===== src/rtl/load_based_freq_selector_core_macros.svh =====
// Assertion macros shared by the load based frequency selector RTL
`ifndef LOAD_BASED_FREQ_SELECTOR_CORE_MACROS_SVH
`define LOAD_BASED_FREQ_SELECTOR_CORE_MACROS_SVH

// Same-cycle implication, checked at every rising edge outside reset
`define LBFS_ASSERT_HOLDS(lbl, clk, rst, ante, cons, msg) \
   lbl: assert property (@(posedge clk) disable iff (rst) (ante) |-> (cons)) \
      else $error(msg);

// Next-cycle implication, checked at every rising edge outside reset
`define LBFS_ASSERT_NEXT(lbl, clk, rst, ante, cons, msg) \
   lbl: assert property (@(posedge clk) disable iff (rst) (ante) |=> (cons)) \
      else $error(msg);

`endif


===== src/rtl/lbfs_pkg.sv =====
// Shared types and constants of the load based frequency selector
`default_nettype none

package lbfs_pkg;

   // Field widths
   localparam int FREQ_W   = 24;
   localparam int LOAD_W   = 7;
   localparam int CNT_W    = 32;
   localparam int CPU_W    = 3;
   localparam int SLOT_W   = 4;
   localparam int LEN_W    = 5;
   localparam int ENTRY_W  = FREQ_W + 1;
   localparam int NUMER_W  = CNT_W + LOAD_W;
   localparam int DIVCNT_W = 3;

   // Configuration port
   localparam int CSR_IDX_W  = 2;
   localparam int CSR_DATA_W = 24;
   localparam logic [CSR_IDX_W-1:0] CSR_MIN_FREQ  = 2'd0;
   localparam logic [CSR_IDX_W-1:0] CSR_MAX_FREQ  = 2'd1;
   localparam logic [CSR_IDX_W-1:0] CSR_TABLE_LEN = 2'd2;

   localparam logic [FREQ_W-1:0] MIN_FREQ_RST  = '0;
   localparam logic [FREQ_W-1:0] MAX_FREQ_RST  = '1;
   localparam logic [LEN_W-1:0]  TABLE_LEN_RST = 5'd16;

   // Item kinds
   localparam logic REQ_SAMPLE = 1'b0;
   localparam logic REQ_TABLE  = 1'b1;

   // Load scale and the reciprocal used for max_freq / 100
   localparam logic [LOAD_W-1:0] LOAD_SCALE = 7'd100;
   localparam int RECIP_W     = 25;
   localparam int RECIP_SHIFT = 31;
   localparam logic [RECIP_W-1:0] RECIP_100 = 25'd21474837;
   localparam int PROD_W      = FREQ_W + RECIP_W;
   localparam int Q100_W      = PROD_W - RECIP_SHIFT;
   localparam int SCALED_W    = LOAD_W + Q100_W;

   typedef struct packed {
      logic              req_type;
      logic [CPU_W-1:0]  cpu_index;
      logic [CNT_W-1:0]  idle_count;
      logic [CNT_W-1:0]  wall_count;
      logic              last_core;
      logic [FREQ_W-1:0] current_freq;
      logic [SLOT_W-1:0] entry_index;
      logic [FREQ_W-1:0] entry_freq;
      logic              entry_valid;
   } req_payload_type;

   typedef struct packed {
      logic [LOAD_W-1:0] core_load;
      logic              core_ignored;
      logic              round_done;
      logic              freq_change;
      logic [FREQ_W-1:0] chosen_freq;
      logic [CPU_W-1:0]  busiest_core;
   } rsp_payload_type;

   // Controller to datapath commands
   typedef struct packed {
      logic latch;
      logic tbl_write;
      logic prev_rd;
      logic delta;
      logic numer;
      logic div_step;
      logic peak;
      logic recip;
      logic scale;
      logic clamp;
      logic walk_rd;
      logic walk_eval;
      logic select;
      logic out_load;
   } dp_cmd_type;

   // Datapath to controller status
   typedef struct packed {
      logic is_table;
      logic is_last;
      logic div_last;
      logic walk_end;
      logic walk_stop;
      logic out_free;
   } dp_status_type;

endpackage

`default_nettype wire


===== src/rtl/lbfs_stream_if.sv =====
// Valid/ready stream interface carrying one payload item
`default_nettype none

interface lbfs_stream_if #(
   parameter type payload_type = logic
) ();
   logic        valid;
   logic        ready;
   payload_type payload;

   modport source (output valid, output payload, input ready);
   modport sink   (input valid, input payload, output ready);
endinterface

`default_nettype wire


===== src/rtl/lbfs_ram.sv =====
// Generic single write port RAM with registered read
`default_nettype none

module lbfs_ram #(
   parameter int WIDTH = 32,
   parameter int DEPTH = 16
) (
   input  wire logic                                  clock,
   input  wire logic                                  wr_en,
   input  wire logic [(DEPTH > 1 ? $clog2(DEPTH) : 1)-1:0] wr_addr,
   input  wire logic [WIDTH-1:0]                      wr_data,
   input  wire logic                                  rd_en,
   input  wire logic [(DEPTH > 1 ? $clog2(DEPTH) : 1)-1:0] rd_addr,
   output logic [WIDTH-1:0]                           rd_data
);

   logic [WIDTH-1:0] mem_ff [DEPTH];
   logic [WIDTH-1:0] rd_data_ff;

   // Write and registered read
   always_ff @(posedge clock) begin
      if (wr_en) begin
         mem_ff[wr_addr] <= wr_data;
      end
      if (rd_en) begin
         rd_data_ff <= mem_ff[rd_addr];
      end
   end

   assign rd_data = rd_data_ff;

endmodule

`default_nettype wire


===== src/rtl/lbfs_ctrl.sv =====
// Sequencer of the load based frequency selector
`default_nettype none
`include "load_based_freq_selector_core_macros.svh"

module lbfs_ctrl (
   input  wire logic                   clock,
   input  wire logic                   reset,
   input  wire logic                   in_valid,
   output logic                        in_ready,
   input  wire lbfs_pkg::dp_status_type status,
   output lbfs_pkg::dp_cmd_type         cmd
);

   localparam logic [3:0] ST_IDLE   = 4'd0;
   localparam logic [3:0] ST_DISP   = 4'd1;
   localparam logic [3:0] ST_DELTA  = 4'd2;
   localparam logic [3:0] ST_NUMER  = 4'd3;
   localparam logic [3:0] ST_DIV    = 4'd4;
   localparam logic [3:0] ST_PEAK   = 4'd5;
   localparam logic [3:0] ST_RECIP  = 4'd6;
   localparam logic [3:0] ST_SCALE  = 4'd7;
   localparam logic [3:0] ST_CLAMP  = 4'd8;
   localparam logic [3:0] ST_WRD    = 4'd9;
   localparam logic [3:0] ST_WEVAL  = 4'd10;
   localparam logic [3:0] ST_SELECT = 4'd11;
   localparam logic [3:0] ST_FIN    = 4'd12;

   logic [3:0] state_ff;
   logic [3:0] state_in;

   // Next state and commands
   always_comb begin
      state_in = state_ff;
      cmd      = '0;
      in_ready = 1'b0;
      case (state_ff)
         ST_IDLE: begin
            in_ready = 1'b1;
            if (in_valid) begin
               cmd.latch = 1'b1;
               state_in  = ST_DISP;
            end
         end
         ST_DISP: begin
            if (status.is_table) begin
               cmd.tbl_write = 1'b1;
               state_in      = ST_FIN;
            end else begin
               cmd.prev_rd = 1'b1;
               state_in    = ST_DELTA;
            end
         end
         ST_DELTA: begin
            cmd.delta = 1'b1;
            state_in  = ST_NUMER;
         end
         ST_NUMER: begin
            cmd.numer = 1'b1;
            state_in  = ST_DIV;
         end
         ST_DIV: begin
            cmd.div_step = 1'b1;
            if (status.div_last) begin
               state_in = ST_PEAK;
            end
         end
         ST_PEAK: begin
            cmd.peak = 1'b1;
            state_in = status.is_last ? ST_RECIP : ST_FIN;
         end
         ST_RECIP: begin
            cmd.recip = 1'b1;
            state_in  = ST_SCALE;
         end
         ST_SCALE: begin
            cmd.scale = 1'b1;
            state_in  = ST_CLAMP;
         end
         ST_CLAMP: begin
            cmd.clamp = 1'b1;
            state_in  = ST_WRD;
         end
         ST_WRD: begin
            if (status.walk_end) begin
               state_in = ST_SELECT;
            end else begin
               cmd.walk_rd = 1'b1;
               state_in    = ST_WEVAL;
            end
         end
         ST_WEVAL: begin
            cmd.walk_eval = 1'b1;
            state_in      = status.walk_stop ? ST_SELECT : ST_WRD;
         end
         ST_SELECT: begin
            cmd.select = 1'b1;
            state_in   = ST_FIN;
         end
         ST_FIN: begin
            if (status.out_free) begin
               cmd.out_load = 1'b1;
               state_in     = ST_IDLE;
            end
         end
         default: begin
            state_in = ST_IDLE;
         end
      endcase
   end

   // State register
   always_ff @(posedge clock) begin
      if (reset) begin
         state_ff <= ST_IDLE;
      end else begin
         state_ff <= state_in;
      end
   end

   `LBFS_ASSERT_NEXT(a_fin_to_idle, clock, reset, (state_ff == ST_FIN) && status.out_free, state_ff == ST_IDLE, "finished item did not return to idle")
   `LBFS_ASSERT_NEXT(a_div_to_peak, clock, reset, (state_ff == ST_DIV) && status.div_last, state_ff == ST_PEAK, "divider end did not advance to peak update")

endmodule

`default_nettype wire


===== src/rtl/lbfs_dpath.sv =====
// Datapath: counters, load divider, peak tracking, scaling and table walk
`default_nettype none
`include "load_based_freq_selector_core_macros.svh"

module lbfs_dpath #(
   parameter int NUM_CORES   = 8,
   parameter int TABLE_DEPTH = 16
) (
   input  wire logic                                 clock,
   input  wire logic                                 reset,
   input  wire lbfs_pkg::dp_cmd_type                 cmd,
   output lbfs_pkg::dp_status_type                   status,
   input  wire lbfs_pkg::req_payload_type            req_payload,
   output lbfs_pkg::rsp_payload_type                 rsp_payload,
   output logic                                      rsp_valid,
   input  wire logic                                 rsp_ready,
   input  wire logic                                 csr_wr_en,
   input  wire logic [lbfs_pkg::CSR_IDX_W-1:0]       csr_index,
   input  wire logic [lbfs_pkg::CSR_DATA_W-1:0]      csr_wr_data
);

   localparam int CORE_AW    = (NUM_CORES > 1) ? $clog2(NUM_CORES) : 1;
   localparam int CORE_EXT_W = CORE_AW + lbfs_pkg::CPU_W;
   localparam int TBL_AW     = (TABLE_DEPTH > 1) ? $clog2(TABLE_DEPTH) : 1;
   localparam int SLOT_EXT_W = TBL_AW + lbfs_pkg::SLOT_W;
   localparam int IDX_CW     = ($clog2(TABLE_DEPTH + 1) > lbfs_pkg::LEN_W) ?
                               $clog2(TABLE_DEPTH + 1) : lbfs_pkg::LEN_W;
   localparam int PAIR_W     = 2 * lbfs_pkg::CNT_W;

   // Configuration registers
   logic [lbfs_pkg::FREQ_W-1:0] min_freq_ff, min_freq_in;
   logic [lbfs_pkg::FREQ_W-1:0] max_freq_ff, max_freq_in;
   logic [lbfs_pkg::LEN_W-1:0]  tbl_len_ff, tbl_len_in;

   // Control state
   logic [NUM_CORES-1:0]        core_vld_ff, core_vld_in;
   logic [lbfs_pkg::LOAD_W-1:0] peak_load_ff, peak_load_in;
   logic [lbfs_pkg::CPU_W-1:0]  peak_core_ff, peak_core_in;
   logic                        round_open_ff, round_open_in;
   logic                        rsp_valid_ff, rsp_valid_in;

   // Working registers
   lbfs_pkg::req_payload_type     req_ff, req_in;
   lbfs_pkg::rsp_payload_type     rsp_ff, rsp_in;
   logic                          prev_vld_ff, prev_vld_in;
   logic [lbfs_pkg::CNT_W-1:0]    di_ff, di_in;
   logic [lbfs_pkg::CNT_W-1:0]    dt_ff, dt_in;
   logic                          ign_ff, ign_in;
   logic [lbfs_pkg::NUMER_W-1:0]  rem_ff, rem_in;
   logic [lbfs_pkg::LOAD_W-1:0]   quo_ff, quo_in;
   logic [lbfs_pkg::DIVCNT_W-1:0] div_cnt_ff, div_cnt_in;
   logic [lbfs_pkg::Q100_W-1:0]   q100_ff, q100_in;
   logic [lbfs_pkg::SCALED_W-1:0] scaled_ff, scaled_in;
   logic [lbfs_pkg::FREQ_W-1:0]   want_ff, want_in;
   logic [lbfs_pkg::FREQ_W-1:0]   lo_ff, lo_in;
   logic [lbfs_pkg::FREQ_W-1:0]   hi_ff, hi_in;
   logic [lbfs_pkg::FREQ_W-1:0]   hit_ff, hit_in;
   logic [lbfs_pkg::FREQ_W-1:0]   nf_ff, nf_in;
   logic [IDX_CW-1:0]             idx_ff, idx_in;

   // Combinational helpers
   logic [CORE_EXT_W-1:0]         cpu_ext;
   logic [CORE_AW-1:0]            core_addr;
   logic                          cpu_ok;
   logic [SLOT_EXT_W-1:0]         slot_ext;
   logic                          slot_ok;
   logic [lbfs_pkg::CNT_W-1:0]    prev_idle;
   logic [lbfs_pkg::CNT_W-1:0]    prev_wall;
   logic [PAIR_W-1:0]             prev_rdata;
   logic [lbfs_pkg::CNT_W-1:0]    busy;
   logic [lbfs_pkg::NUMER_W-1:0]  busy_ext;
   logic [lbfs_pkg::NUMER_W-1:0]  div_shift;
   logic                          div_ge;
   logic [lbfs_pkg::LOAD_W-1:0]   base_load;
   logic [lbfs_pkg::CPU_W-1:0]    base_core;
   logic [lbfs_pkg::PROD_W-1:0]   recip_prod;
   logic [lbfs_pkg::SCALED_W-1:0] scale_prod;
   logic [lbfs_pkg::SCALED_W-1:0] lo_clamp;
   logic [IDX_CW-1:0]             walk_lim;
   logic [lbfs_pkg::ENTRY_W-1:0]  tbl_rdata;
   logic                          ent_vld;
   logic [lbfs_pkg::FREQ_W-1:0]   ent_freq;
   logic [lbfs_pkg::FREQ_W-1:0]   round_freq;

   // Core and slot range checks
   assign cpu_ext   = CORE_EXT_W'(req_ff.cpu_index);
   assign cpu_ok    = cpu_ext < CORE_EXT_W'(NUM_CORES);
   assign core_addr = cpu_ext[CORE_AW-1:0];
   assign slot_ext  = SLOT_EXT_W'(req_ff.entry_index);
   assign slot_ok   = slot_ext < SLOT_EXT_W'(TABLE_DEPTH);

   // Previous counters read as zero until the core is first written
   assign prev_idle = prev_vld_ff ? prev_rdata[PAIR_W-1:lbfs_pkg::CNT_W] : '0;
   assign prev_wall = prev_vld_ff ? prev_rdata[lbfs_pkg::CNT_W-1:0] : '0;

   // Busy time, widened for the times-100 numerator formed as 64 + 32 + 4
   assign busy     = dt_ff - di_ff;
   assign busy_ext = lbfs_pkg::NUMER_W'(busy);

   // One restoring division step, quotient bit from the top
   assign div_shift = lbfs_pkg::NUMER_W'(dt_ff) << div_cnt_ff;
   assign div_ge    = rem_ff >= div_shift;

   // Round start resets the peak to this sample
   assign base_load = round_open_ff ? peak_load_ff : '0;
   assign base_core = round_open_ff ? peak_core_ff : req_ff.cpu_index;

   // max_freq / 100 by reciprocal, then peak times that
   assign recip_prod = max_freq_ff * lbfs_pkg::RECIP_100;
   assign scale_prod = peak_load_ff * q100_ff;

   // Clamp: minimum first, maximum last
   assign lo_clamp = (scaled_ff < lbfs_pkg::SCALED_W'(min_freq_ff)) ?
                     lbfs_pkg::SCALED_W'(min_freq_ff) : scaled_ff;

   // Table walk limit
   assign walk_lim = (IDX_CW'(tbl_len_ff) > IDX_CW'(TABLE_DEPTH)) ?
                     IDX_CW'(TABLE_DEPTH) : IDX_CW'(tbl_len_ff);
   assign ent_vld  = tbl_rdata[lbfs_pkg::FREQ_W];
   assign ent_freq = tbl_rdata[lbfs_pkg::FREQ_W-1:0];

   // Result frequency only on the round closing sample
   assign round_freq = req_ff.last_core ? nf_ff : '0;

   // Status to the controller
   always_comb begin
      status           = '0;
      status.is_table  = req_ff.req_type == lbfs_pkg::REQ_TABLE;
      status.is_last   = req_ff.last_core;
      status.div_last  = div_cnt_ff == '0;
      status.walk_end  = idx_ff >= walk_lim;
      status.walk_stop = ent_vld && (ent_freq >= want_ff);
      status.out_free  = !rsp_valid_ff || rsp_ready;
   end

   // Next values
   always_comb begin
      min_freq_in   = min_freq_ff;
      max_freq_in   = max_freq_ff;
      tbl_len_in    = tbl_len_ff;
      core_vld_in   = core_vld_ff;
      peak_load_in  = peak_load_ff;
      peak_core_in  = peak_core_ff;
      round_open_in = round_open_ff;
      rsp_valid_in  = rsp_valid_ff;
      req_in        = req_ff;
      rsp_in        = rsp_ff;
      prev_vld_in   = prev_vld_ff;
      di_in         = di_ff;
      dt_in         = dt_ff;
      ign_in        = ign_ff;
      rem_in        = rem_ff;
      quo_in        = quo_ff;
      div_cnt_in    = div_cnt_ff;
      q100_in       = q100_ff;
      scaled_in     = scaled_ff;
      want_in       = want_ff;
      lo_in         = lo_ff;
      hi_in         = hi_ff;
      hit_in        = hit_ff;
      nf_in         = nf_ff;
      idx_in        = idx_ff;

      // Configuration writes
      if (csr_wr_en) begin
         case (csr_index)
            lbfs_pkg::CSR_MIN_FREQ:  min_freq_in = csr_wr_data[lbfs_pkg::FREQ_W-1:0];
            lbfs_pkg::CSR_MAX_FREQ:  max_freq_in = csr_wr_data[lbfs_pkg::FREQ_W-1:0];
            lbfs_pkg::CSR_TABLE_LEN: tbl_len_in  = csr_wr_data[lbfs_pkg::LEN_W-1:0];
            default: ;
         endcase
      end

      if (cmd.latch) begin
         req_in = req_payload;
      end

      // Capture the valid flag alongside the counter read
      if (cmd.prev_rd) begin
         prev_vld_in = core_vld_ff[core_addr];
      end

      // Wrapped deltas; mark the core as written
      if (cmd.delta) begin
         di_in = req_ff.idle_count - prev_idle;
         dt_in = req_ff.wall_count - prev_wall;
         if (cpu_ok) begin
            core_vld_in[core_addr] = 1'b1;
         end
      end

      // Inconsistency check and divider setup
      if (cmd.numer) begin
         ign_in     = !cpu_ok || (dt_ff == '0) || (di_ff > dt_ff);
         rem_in     = (busy_ext << 6) + (busy_ext << 5) + (busy_ext << 2);
         quo_in     = '0;
         div_cnt_in = lbfs_pkg::DIVCNT_W'(lbfs_pkg::LOAD_W - 1);
      end

      if (cmd.div_step) begin
         rem_in     = div_ge ? (rem_ff - div_shift) : rem_ff;
         quo_in     = {quo_ff[lbfs_pkg::LOAD_W-2:0], div_ge};
         div_cnt_in = div_cnt_ff - 1'b1;
      end

      // Peak tracking; the round closes on the last sample
      if (cmd.peak) begin
         if (!ign_ff && (quo_ff > base_load)) begin
            peak_load_in = quo_ff;
            peak_core_in = req_ff.cpu_index;
         end else begin
            peak_load_in = base_load;
            peak_core_in = base_core;
         end
         round_open_in = !req_ff.last_core;
      end

      if (cmd.recip) begin
         q100_in = recip_prod[lbfs_pkg::PROD_W-1:lbfs_pkg::RECIP_SHIFT];
      end

      if (cmd.scale) begin
         scaled_in = scale_prod;
      end

      // Clamp and start the walk
      if (cmd.clamp) begin
         want_in = (lo_clamp > lbfs_pkg::SCALED_W'(max_freq_ff)) ?
                   max_freq_ff : lo_clamp[lbfs_pkg::FREQ_W-1:0];
         lo_in   = '0;
         hi_in   = '0;
         hit_in  = '0;
         idx_in  = '0;
      end

      // Visit one table entry; invalid entries are skipped
      if (cmd.walk_eval) begin
         if (ent_vld) begin
            if (ent_freq < want_ff) begin
               lo_in = ent_freq;
            end
            if (ent_freq == want_ff) begin
               hit_in = ent_freq;
            end
            if (ent_freq > want_ff) begin
               hi_in = ent_freq;
            end
         end
         idx_in = idx_ff + IDX_CW'(1);
      end

      // Exact hit, else keep current if inside the bracket, else next higher
      if (cmd.select) begin
         if (hit_ff != '0) begin
            nf_in = hit_ff;
         end else if ((req_ff.current_freq >= lo_ff) && (req_ff.current_freq <= hi_ff)) begin
            nf_in = req_ff.current_freq;
         end else begin
            nf_in = hi_ff;
         end
      end

      // Output register
      if (rsp_valid_ff && rsp_ready) begin
         rsp_valid_in = 1'b0;
      end
      if (cmd.out_load) begin
         rsp_valid_in = 1'b1;
         rsp_in       = '0;
         if (req_ff.req_type == lbfs_pkg::REQ_SAMPLE) begin
            rsp_in.core_load    = ign_ff ? '0 : quo_ff;
            rsp_in.core_ignored = ign_ff;
            rsp_in.round_done   = req_ff.last_core;
            rsp_in.freq_change  = round_freq != '0;
            rsp_in.chosen_freq  = round_freq;
            rsp_in.busiest_core = peak_core_ff;
         end
      end
   end

   // Control and configuration registers
   always_ff @(posedge clock) begin
      if (reset) begin
         min_freq_ff   <= lbfs_pkg::MIN_FREQ_RST;
         max_freq_ff   <= lbfs_pkg::MAX_FREQ_RST;
         tbl_len_ff    <= lbfs_pkg::TABLE_LEN_RST;
         core_vld_ff   <= '0;
         peak_load_ff  <= '0;
         peak_core_ff  <= '0;
         round_open_ff <= 1'b0;
         rsp_valid_ff  <= 1'b0;
      end else begin
         min_freq_ff   <= min_freq_in;
         max_freq_ff   <= max_freq_in;
         tbl_len_ff    <= tbl_len_in;
         core_vld_ff   <= core_vld_in;
         peak_load_ff  <= peak_load_in;
         peak_core_ff  <= peak_core_in;
         round_open_ff <= round_open_in;
         rsp_valid_ff  <= rsp_valid_in;
      end
   end

   // Payload registers
   always_ff @(posedge clock) begin
      req_ff      <= req_in;
      rsp_ff      <= rsp_in;
      prev_vld_ff <= prev_vld_in;
      di_ff       <= di_in;
      dt_ff       <= dt_in;
      ign_ff      <= ign_in;
      rem_ff      <= rem_in;
      quo_ff      <= quo_in;
      div_cnt_ff  <= div_cnt_in;
      q100_ff     <= q100_in;
      scaled_ff   <= scaled_in;
      want_ff     <= want_in;
      lo_ff       <= lo_in;
      hi_ff       <= hi_in;
      hit_ff      <= hit_in;
      nf_ff       <= nf_in;
      idx_ff      <= idx_in;
   end

   // Per-core previous idle and wall counters
   lbfs_ram #(
      .WIDTH (PAIR_W),
      .DEPTH (NUM_CORES)
   ) u_prev_ram (
      .clock   (clock),
      .wr_en   (cmd.delta && cpu_ok),
      .wr_addr (core_addr),
      .wr_data ({req_ff.idle_count, req_ff.wall_count}),
      .rd_en   (cmd.prev_rd),
      .rd_addr (core_addr),
      .rd_data (prev_rdata)
   );

   // Frequency table: valid bit over kHz
   lbfs_ram #(
      .WIDTH (lbfs_pkg::ENTRY_W),
      .DEPTH (TABLE_DEPTH)
   ) u_tbl_ram (
      .clock   (clock),
      .wr_en   (cmd.tbl_write && slot_ok),
      .wr_addr (slot_ext[TBL_AW-1:0]),
      .wr_data ({req_ff.entry_valid, req_ff.entry_freq}),
      .rd_en   (cmd.walk_rd),
      .rd_addr (idx_ff[TBL_AW-1:0]),
      .rd_data (tbl_rdata)
   );

   assign rsp_payload = rsp_ff;
   assign rsp_valid   = rsp_valid_ff;

   `LBFS_ASSERT_HOLDS(a_load_range, clock, reset, rsp_valid_ff, rsp_ff.core_load <= lbfs_pkg::LOAD_SCALE, "core load above 100")
   `LBFS_ASSERT_HOLDS(a_ignored_zero, clock, reset, rsp_valid_ff && rsp_ff.core_ignored, rsp_ff.core_load == '0, "ignored sample with nonzero load")
   `LBFS_ASSERT_HOLDS(a_change_flag, clock, reset, rsp_valid_ff, rsp_ff.freq_change == (rsp_ff.chosen_freq != '0), "freq_change disagrees with chosen_freq")

endmodule

`default_nettype wire


===== src/rtl/load_based_freq_selector_core.sv =====
// Top level of the load based frequency selector
//
//   Channel   Dir  Handshake         Payload
//   req_chan  in   valid/ready       lbfs_pkg::req_payload_type
//   rsp_chan  out  valid/ready       lbfs_pkg::rsp_payload_type
//   csr_*     in   csr_wr_en only    csr_index, csr_wr_data
//
// One item at a time. A table write goes from dispatch straight to the
// output step; a load sample passes through the 7-step load divider. A
// round closing sample adds the reciprocal, scale and clamp steps, a walk
// (registered table RAM read, then compare, per entry) and the selection.
// reset is synchronous: configuration returns to its defaults and all
// cores read zero counters until sampled. A stalled result waits in the
// output register while the next item is taken and worked on.
`default_nettype none

module load_based_freq_selector_core #(
   parameter int NUM_CORES   = 8,
   parameter int TABLE_DEPTH = 16
) (
   input  wire logic                            clock,
   input  wire logic                            reset,
   lbfs_stream_if.sink                          req_chan,
   lbfs_stream_if.source                        rsp_chan,
   input  wire logic                            csr_wr_en,
   input  wire logic [lbfs_pkg::CSR_IDX_W-1:0]  csr_index,
   input  wire logic [lbfs_pkg::CSR_DATA_W-1:0] csr_wr_data
);

   lbfs_pkg::dp_cmd_type    cmd;
   lbfs_pkg::dp_status_type status;

   // Sequencer
   lbfs_ctrl u_ctrl (
      .clock    (clock),
      .reset    (reset),
      .in_valid (req_chan.valid),
      .in_ready (req_chan.ready),
      .status   (status),
      .cmd      (cmd)
   );

   // Datapath with counter and table storage
   lbfs_dpath #(
      .NUM_CORES   (NUM_CORES),
      .TABLE_DEPTH (TABLE_DEPTH)
   ) u_dpath (
      .clock       (clock),
      .reset       (reset),
      .cmd         (cmd),
      .status      (status),
      .req_payload (req_chan.payload),
      .rsp_payload (rsp_chan.payload),
      .rsp_valid   (rsp_chan.valid),
      .rsp_ready   (rsp_chan.ready),
      .csr_wr_en   (csr_wr_en),
      .csr_index   (csr_index),
      .csr_wr_data (csr_wr_data)
   );

endmodule

`default_nettype wire

===== src/flat_wrapper.sv =====
// flat-port wrapper written by rule: the top's interface ports become plain ports
module load_based_freq_selector_core_flat 
#(
   parameter int NUM_CORES   = 8,
   parameter int TABLE_DEPTH = 16
)
  (clock, reset, csr_wr_en, csr_index, csr_wr_data, req_chan_valid, req_chan_payload, req_chan_ready, rsp_chan_valid, rsp_chan_payload, rsp_chan_ready);
  lbfs_stream_if req_chan_i ();
  lbfs_stream_if rsp_chan_i ();
  input  wire logic clock;
  input  wire logic reset;
  input  wire logic csr_wr_en;
  input  wire logic [lbfs_pkg::CSR_IDX_W-1:0] csr_index;
  input  wire logic [lbfs_pkg::CSR_DATA_W-1:0] csr_wr_data;
  input wire logic [$bits(req_chan_i.valid)-1:0] req_chan_valid;
  input wire logic [$bits(req_chan_i.payload)-1:0] req_chan_payload;
  output wire logic [$bits(req_chan_i.ready)-1:0] req_chan_ready;
  output wire logic [$bits(rsp_chan_i.valid)-1:0] rsp_chan_valid;
  output wire logic [$bits(rsp_chan_i.payload)-1:0] rsp_chan_payload;
  input wire logic [$bits(rsp_chan_i.ready)-1:0] rsp_chan_ready;
  assign req_chan_i.valid = req_chan_valid;
  assign req_chan_i.payload = req_chan_payload;
  assign req_chan_ready = req_chan_i.ready;
  assign rsp_chan_valid = rsp_chan_i.valid;
  assign rsp_chan_payload = rsp_chan_i.payload;
  assign rsp_chan_i.ready = rsp_chan_ready;
  load_based_freq_selector_core #(.NUM_CORES(NUM_CORES), .TABLE_DEPTH(TABLE_DEPTH)) u_core (.clock(clock), .reset(reset), .req_chan(req_chan_i), .rsp_chan(rsp_chan_i), .csr_wr_en(csr_wr_en), .csr_index(csr_index), .csr_wr_data(csr_wr_data));
endmodule

===== config.mk =====
export PLATFORM = sky130hd
export DESIGN_NAME = load_based_freq_selector_core_flat
export DESIGN_NICKNAME = d
export VERILOG_FILES = /design/src/rtl/lbfs_pkg.sv /design/src/rtl/lbfs_stream_if.sv /design/src/rtl/lbfs_ram.sv /design/src/rtl/lbfs_ctrl.sv /design/src/rtl/lbfs_dpath.sv /design/src/rtl/load_based_freq_selector_core.sv /design/src/flat_wrapper.sv
export VERILOG_INCLUDE_DIRS = /design/src /design/src/rtl
export SDC_FILE = /design/constraint.sdc
export NUM_CORES = 1
export LEC_CHECK = 0
export ABC_AREA = 1
export BUFFER_PORTS_ARGS = -buffer_cell sky130_fd_sc_hd__buf_2
export CAP_MARGIN = 20
export CORE_MARGIN = 2
export CORE_UTILIZATION = 25
export DETAILED_ROUTE_END_ITERATION = 7
export GPL_ROUTABILITY_DRIVEN = 0
export GPL_TIMING_DRIVEN = 0
export PLACE_DENSITY = 0.56
export SYNTH_ARGS = -nofsm -noshare
export SYNTH_HDL_FRONTEND = slang
export SYNTH_SLANG_ARGS = --single-unit

===== constraint.sdc =====
create_clock -name clock -period 3.16 [get_ports clock]
set_clock_uncertainty 0.2 [all_clocks]
set_input_delay 0.632 -clock clock [delete_from_list [all_inputs] [get_ports clock]]
set_output_delay 0.632 -clock clock [all_outputs]
set_load 0.03 [all_outputs]

# After elaboration in Yosys (flattened, before gate mapping)
# Memories as Yosys holds them, arrays and structs flattened. A register that Yosys moved wholly into a read port is not among the register bits.
# Cells that the tools add are included.
dict set report word_totals {
  regBits 346
  mem_bits_rw 16
  memories 1
}
dict set report op_classes {
  addsub 8
  multipliers 2
  magnitude_cmp 8
  n_eq_ne 19
  shift 1
  n_mux 44
  reduce_logical 21
}
# name words width rd rd_clocked_by_memory_dff wr line_no
set mem_list {}
lappend mem_list {u_core.u_dpath.u_tbl_ram.mem_ff 16 1 1 1 1 lbfs_ram.sv:17} ;# logic [WIDTH-1:0] mem_ff [DEPTH];
# operator n
set op_table {}
lappend op_table {{two-way mux 39 bit} 3}
lappend op_table {{two-way mux 32 bit} 2}
lappend op_table {{subtractor 1 x 32 -> 32 bit (first input constant)} 2}
lappend op_table {{multiplier 24 x 25 -> 49 bit (second input constant)} 1}
lappend op_table {{one-hot mux 4 bit (12 select lines)} 1}
lappend op_table {{adder 38 x 37 -> 39 bit} 1}
lappend op_table {{adder 39 x 34 -> 39 bit} 1}
lappend op_table {{greater-or-equal comparator 39 bit} 1}
lappend op_table {{left shift 32 x 3 -> 39 bit} 1}
lappend op_table {{subtractor 39 bit} 1}
lappend op_table {{> comparator 32 bit} 1}
lappend op_table {{logical NOT 32 bit} 1}
lappend op_table {{subtractor 32 bit} 1}
lappend op_table {{two-way mux 7 bit} 4}
lappend op_table {{> comparator 25 x 24 -> 1 bit} 1}
lappend op_table {{less-than comparator 25 x 24 -> 1 bit} 1}
lappend op_table {{multiplier 7 x 18 -> 25 bit} 1}
lappend op_table {{two-way mux 25 bit} 1}
lappend op_table {{greater-or-equal comparator 24 bit} 1}
lappend op_table {{two-way mux 24 bit} 1}
lappend op_table {{two-way mux 1 bit} 23}
lappend op_table {{== test 4 bit (second input constant)} 5}
lappend op_table {{== test 4 x 3 -> 1 bit (second input constant)} 4}
lappend op_table {{two-way mux 5 bit} 3}
lappend op_table {{other kinds (24)} 41}

# Logic depth before layout (Yosys ltp)
dict set report logic_depth {
  depth_word 5
  ltp_mapped 13
}

# Modules after synthesis
# From an unflattened synthesis, not the netlist that was laid out.
dict set report hier_totals {
  hier_cells 10517
  area_unflattened_um2 92809.0
}
# mod n_inst cells_per_inst area_each_um2 seq_area_each_um2
set by_module_without_submodules {}
lappend by_module_without_submodules {lbfs_dpath 1 6488 50039.2 14013.4}
lappend by_module_without_submodules {{lbfs_ram (u_core.u_dpath.u_prev_ram)} 1 2294 24298.3 17296.6}
lappend by_module_without_submodules {{lbfs_ram (u_core.u_dpath.u_tbl_ram)} 1 1662 18102.4 12762.2}
lappend by_module_without_submodules {lbfs_ctrl 1 72 365.4 80.1}
lappend by_module_without_submodules {load_based_freq_selector_core 1 1 3.8 0.0}

# Least setup slack after synthesis
# No wires, ideal clock.
dict set report synth_timing {
  path_kind {register to output}
  start {register u_core.u_ctrl.state_ff[0]}
  end {output port req_chan_ready}
  t_arrival_ns 1.139
  t_required_ns 2.328
  slack_ns 1.189
  path_stages_with_launch 4
  n_path_buf 0
  path_cell_list {dfxtp_1 inv_2 nand2_4 nor3_1}
}
dict set report synth_between {
  elab_chain_cells 2
}
# item line_no
set synth_rtl {}
lappend synth_rtl {{start, declared} lbfs_ctrl.sv:28} ;# logic [3:0] state_ff;
lappend synth_rtl {{start signal, assigned} lbfs_ctrl.sv:116} ;# state_ff <= state_in;
lappend synth_rtl {{logical NOT 4 bit} lbfs_ctrl.sv:36} ;# case (state_ff)
lappend synth_rtl {{two-way mux 1 bit} lbfs_ctrl.sv:36}
lappend synth_rtl {{end, declared} flat_wrapper.sv:17} ;# output wire logic [$bits(req_chan_i.ready)-1:0] req_chan_ready;
# Every way passes these cells.

# Worst setup path in the final report
# Ends and elaborated chain as after synthesis.

==> reports/results.tsv <==
metric	value	unit
vias	803	
hold_end	u_core.u_dpath.tbl_len_ff[0]$_SDFFE_PP0P_	
clock.fmax	502.5	MHz
slew_headroom	0.6204	
synth_top_family_by_area	simple AND/OR/NAND/NOR gates	
ir_worst_vdd	0.3107	mV
hpwl	1454	um
reg2reg_from	u_core.u_dpath.tbl_len_ff[1]$_SDFFE_PP0P_	
port_buffers	13	
antenna_found_initial	0	
drv_cap	0	
synth_cell_types	28	
coreArea	4000	sq um
grt_usage	0.1008	
muxShareOfSynthArea	0	
power_density	648.2	nW/um^2
first_pass_iters	4	
area_delta_synth_final	16.63	%
htreeDepth	1	
hold-worst-slack	288.5	ps
cts-buffers-inserted	3	
fin_crit_sh	0.6297	
drt_iter0_drc	21	
critPathMaxFanout	6	
synth.top_cell.area_share	0.2313	
cts_buffer_depth	2	
critPathBufInv	2	
grt_pass1_vias	793	
n_fill_cell	441	
fin_nets	185	
p_leak	0.5413	nW
cts_root_buf	clkbuf_8	
slowest_stage	dfxtp_1	
yosysMostFrequentCell	nand2_1	
syn_inst	127	
postSynthAreaPerCell	8.177	sq um
synthTopCellsByCount	25 x nand2_1, 20 x nor2_1, 16 x inv_1	
yosys.area_share.xor_xnor	0.01687	
synth_edf_count	8	
insertion_delay	260	ps
crit_type	reg -> out	
place_area	1166	sq um
status	completed	
clk_pin_slew	70	ps
crit_family	flip-flops	
holdPathStages	2	
r2r_cells	11	
synth_area_leaders	edfxtp_1 23%, dfxtp_1 19%, ha_1 9.6%	
fin_area	1211	sq um
worstMarginPinSlew	564.6	ps
syn-cell-area	1038	sq um
hold_class	reg -> reg	
critPathArrivalTime	1160	ps
drt_wl_total	1879	um
layout_setup_ws	1170	ps
cp-start-kind	flop	
async_flop_share	0	
worst_setup_path_end_kind	primary output	
syn_nets	167	
cts_resized	0	
synth_simple_gate_area_share	0.2699	
finalSetupTns	0	ps
yosysTopAreaCell	edfxtp_1	
dieWidth	68.45	um
grt_overflow	0	
antenna_cells	0	
synth_fa_ha_area_frac	0.09639	
worstHoldStart	u_core.u_dpath.tbl_len_ff[0]$_SDFFE_PP0P_	
rrSetupSlack	1190	ps
route.detailed.drc	0	
setup-violations-final	0	
clock-sinks	18	
ys.flop_type	dfxtp_1	
report.final.slew_viol_count	0	
wl_per_cell	9.686	um
drive_gt1_frac	0.2292	
grt_first_pass_wirelength	3456	um
synth-seq-cells	18	
rsz0062_at_grt	no	
avgViaCountPerCell	4.139	
post_cts_buffers	0	
grt_max_degree	11	
die_y	68.45	um
yosysWarnings	0	
yosysSeqAreaShare	0.4241	
synth_compound_area_frac	0.1096	
post-place-ws	1182	ps
hold_viol	0	
tritoncts	yes	
crit_chain	inv_2 > nand2_4 > nor3_1 > buf_2	
rows	23	
min_period	1990	ps
dieArea	4685	sq um
io_pins	35	
start_util	0.2596	
critPathRequiredTime	2330	ps
r2r_end	u_core.u_ctrl.state_ff[0]$_SDFFE_PP0P_	
cts_hold_buf	0	
crit_path_max_incr_delay	360	ps
ant_nets	0	
registers in the layout (all words and copies together) (netlist names):
name                       flops
u_core.u_dpath.tbl_len_ff      5
u_core.u_dpath.rsp_valid       1
u_core.u_dpath.idx_ff          5
u_core.u_ctrl.state_ff         4
u_core.u_dpath.div_cnt_ff      3
cells by family (layout without fill, tap and decap cells):
group,after synthesis,in the layout
other,1,1
AO/OA/AOI/OAI,17,17
adder cells (fa/ha/maj),8,8
AND/OR/NAND/NOR,60,60
flip-flops,18,18
XOR/XNOR,2,2
buffers and inverters,21,38
through the flow:
stage / util / instances / power [W]
final: 0.3028 / 194 / 0.0007851
after global routing: 0.3028 / 194 / 0.0008507
after CTS: 0.3028 / 194 / 0.0007933
after detailed placement: 0.2915 / 190 / 0.0006165
after global placement: 0.2915 / 190 / 0.0006154
after floorplan: - / 127 / 0.0005536
how the worst max path moves through the flow:
stage                                                          from                                     end  slack, ps  cells past startpoint
final                        u_core.u_ctrl.state_ff[0]$_SDFFE_PP0P_                          req_chan_ready       1170                      4
after global routing      u_core.u_dpath.tbl_len_ff[1]$_SDFFE_PP0P_  u_core.u_ctrl.state_ff[0]$_SDFFE_PP0P_        990                     11
after CTS                    u_core.u_ctrl.state_ff[0]$_SDFFE_PP0P_                          req_chan_ready       1150                      4
after detailed placement  u_core.u_dpath.tbl_len_ff[1]$_SDFFE_PP0P_  u_core.u_ctrl.state_ff[0]$_SDFFE_PP0P_       1180                     11
after global placement    u_core.u_dpath.tbl_len_ff[0]$_SDFFE_PP0P_  u_core.u_ctrl.state_ff[0]$_SDFFE_PP0P_       1200                     11
after floorplan              u_core.u_ctrl.state_ff[0]$_SDFFE_PP0P_                          req_chan_ready       1190                      3
cell usage in the layout, fill, tap and decap left out:
cell,count
o41ai_2,1
inv_2,4
a31oi_1,1
dfxtp_1,10
conb_1,1
buf_2,13
nor2_2,2
o31ai_1,1
or2_2,2
xnor2_1,2
a21oi_1,5
nor2_4,1
nand2_2,2
nor2_1,20
ha_1,8
clkbuf_8,3
o21ai_1,1
inv_1,16
nor3_1,2
buf_4,1
o211ai_1,1
nand3b_4,1
o21ai_0,5
a31oi_2,1
nand3_1,3
nand2_1,25
nand2_4,1
edfxtp_1,8
nand4_1,1
o21ai_2,1
clkbuf_1,1
final cells by class:
cell class / instances / area (sq um) / share of cell area
multi-input combinational: 88 / 515.5 / 0.4256
sequential: 18 / 440.4 / 0.3636
inverter: 20 / 75.07 / 0.06198
timing repair buffer: 13 / 65.06 / 0.05372
tap: 50 / 62.56 / 0.05165
clock buffer: 4 / 45.04 / 0.03719
buffer: 1 / 7.507 / 0.006198
routing by layer:
metal | vias to the layer above | wire length [um] | share of wire | GRT usage
li1 | 440 | - | - | -
met1 | 349 | 971 | 0.52 | 0.1293
met2 | 12 | 793 | 0.42 | 0.1550
met3 | 2 | 94 | 0.050 | 0.03454
met4 | 0 | 20 | 0.011 | 0.03750
met5 | - | 0 | 0 | 0
worst min-delay path, cell delays in order (launching register included):
cell and delay, ps:
dfxtp_1 320, inv_1 70, a21oi_1 60
power by group:
part           switching, W  total (W)  internal, W
logic              0.000180   0.000280    0.0000997
clock network     0.0000854   0.000175    0.0000897
registers         0.0000439   0.000330     0.000286
(Power assumes the default switching activity.)
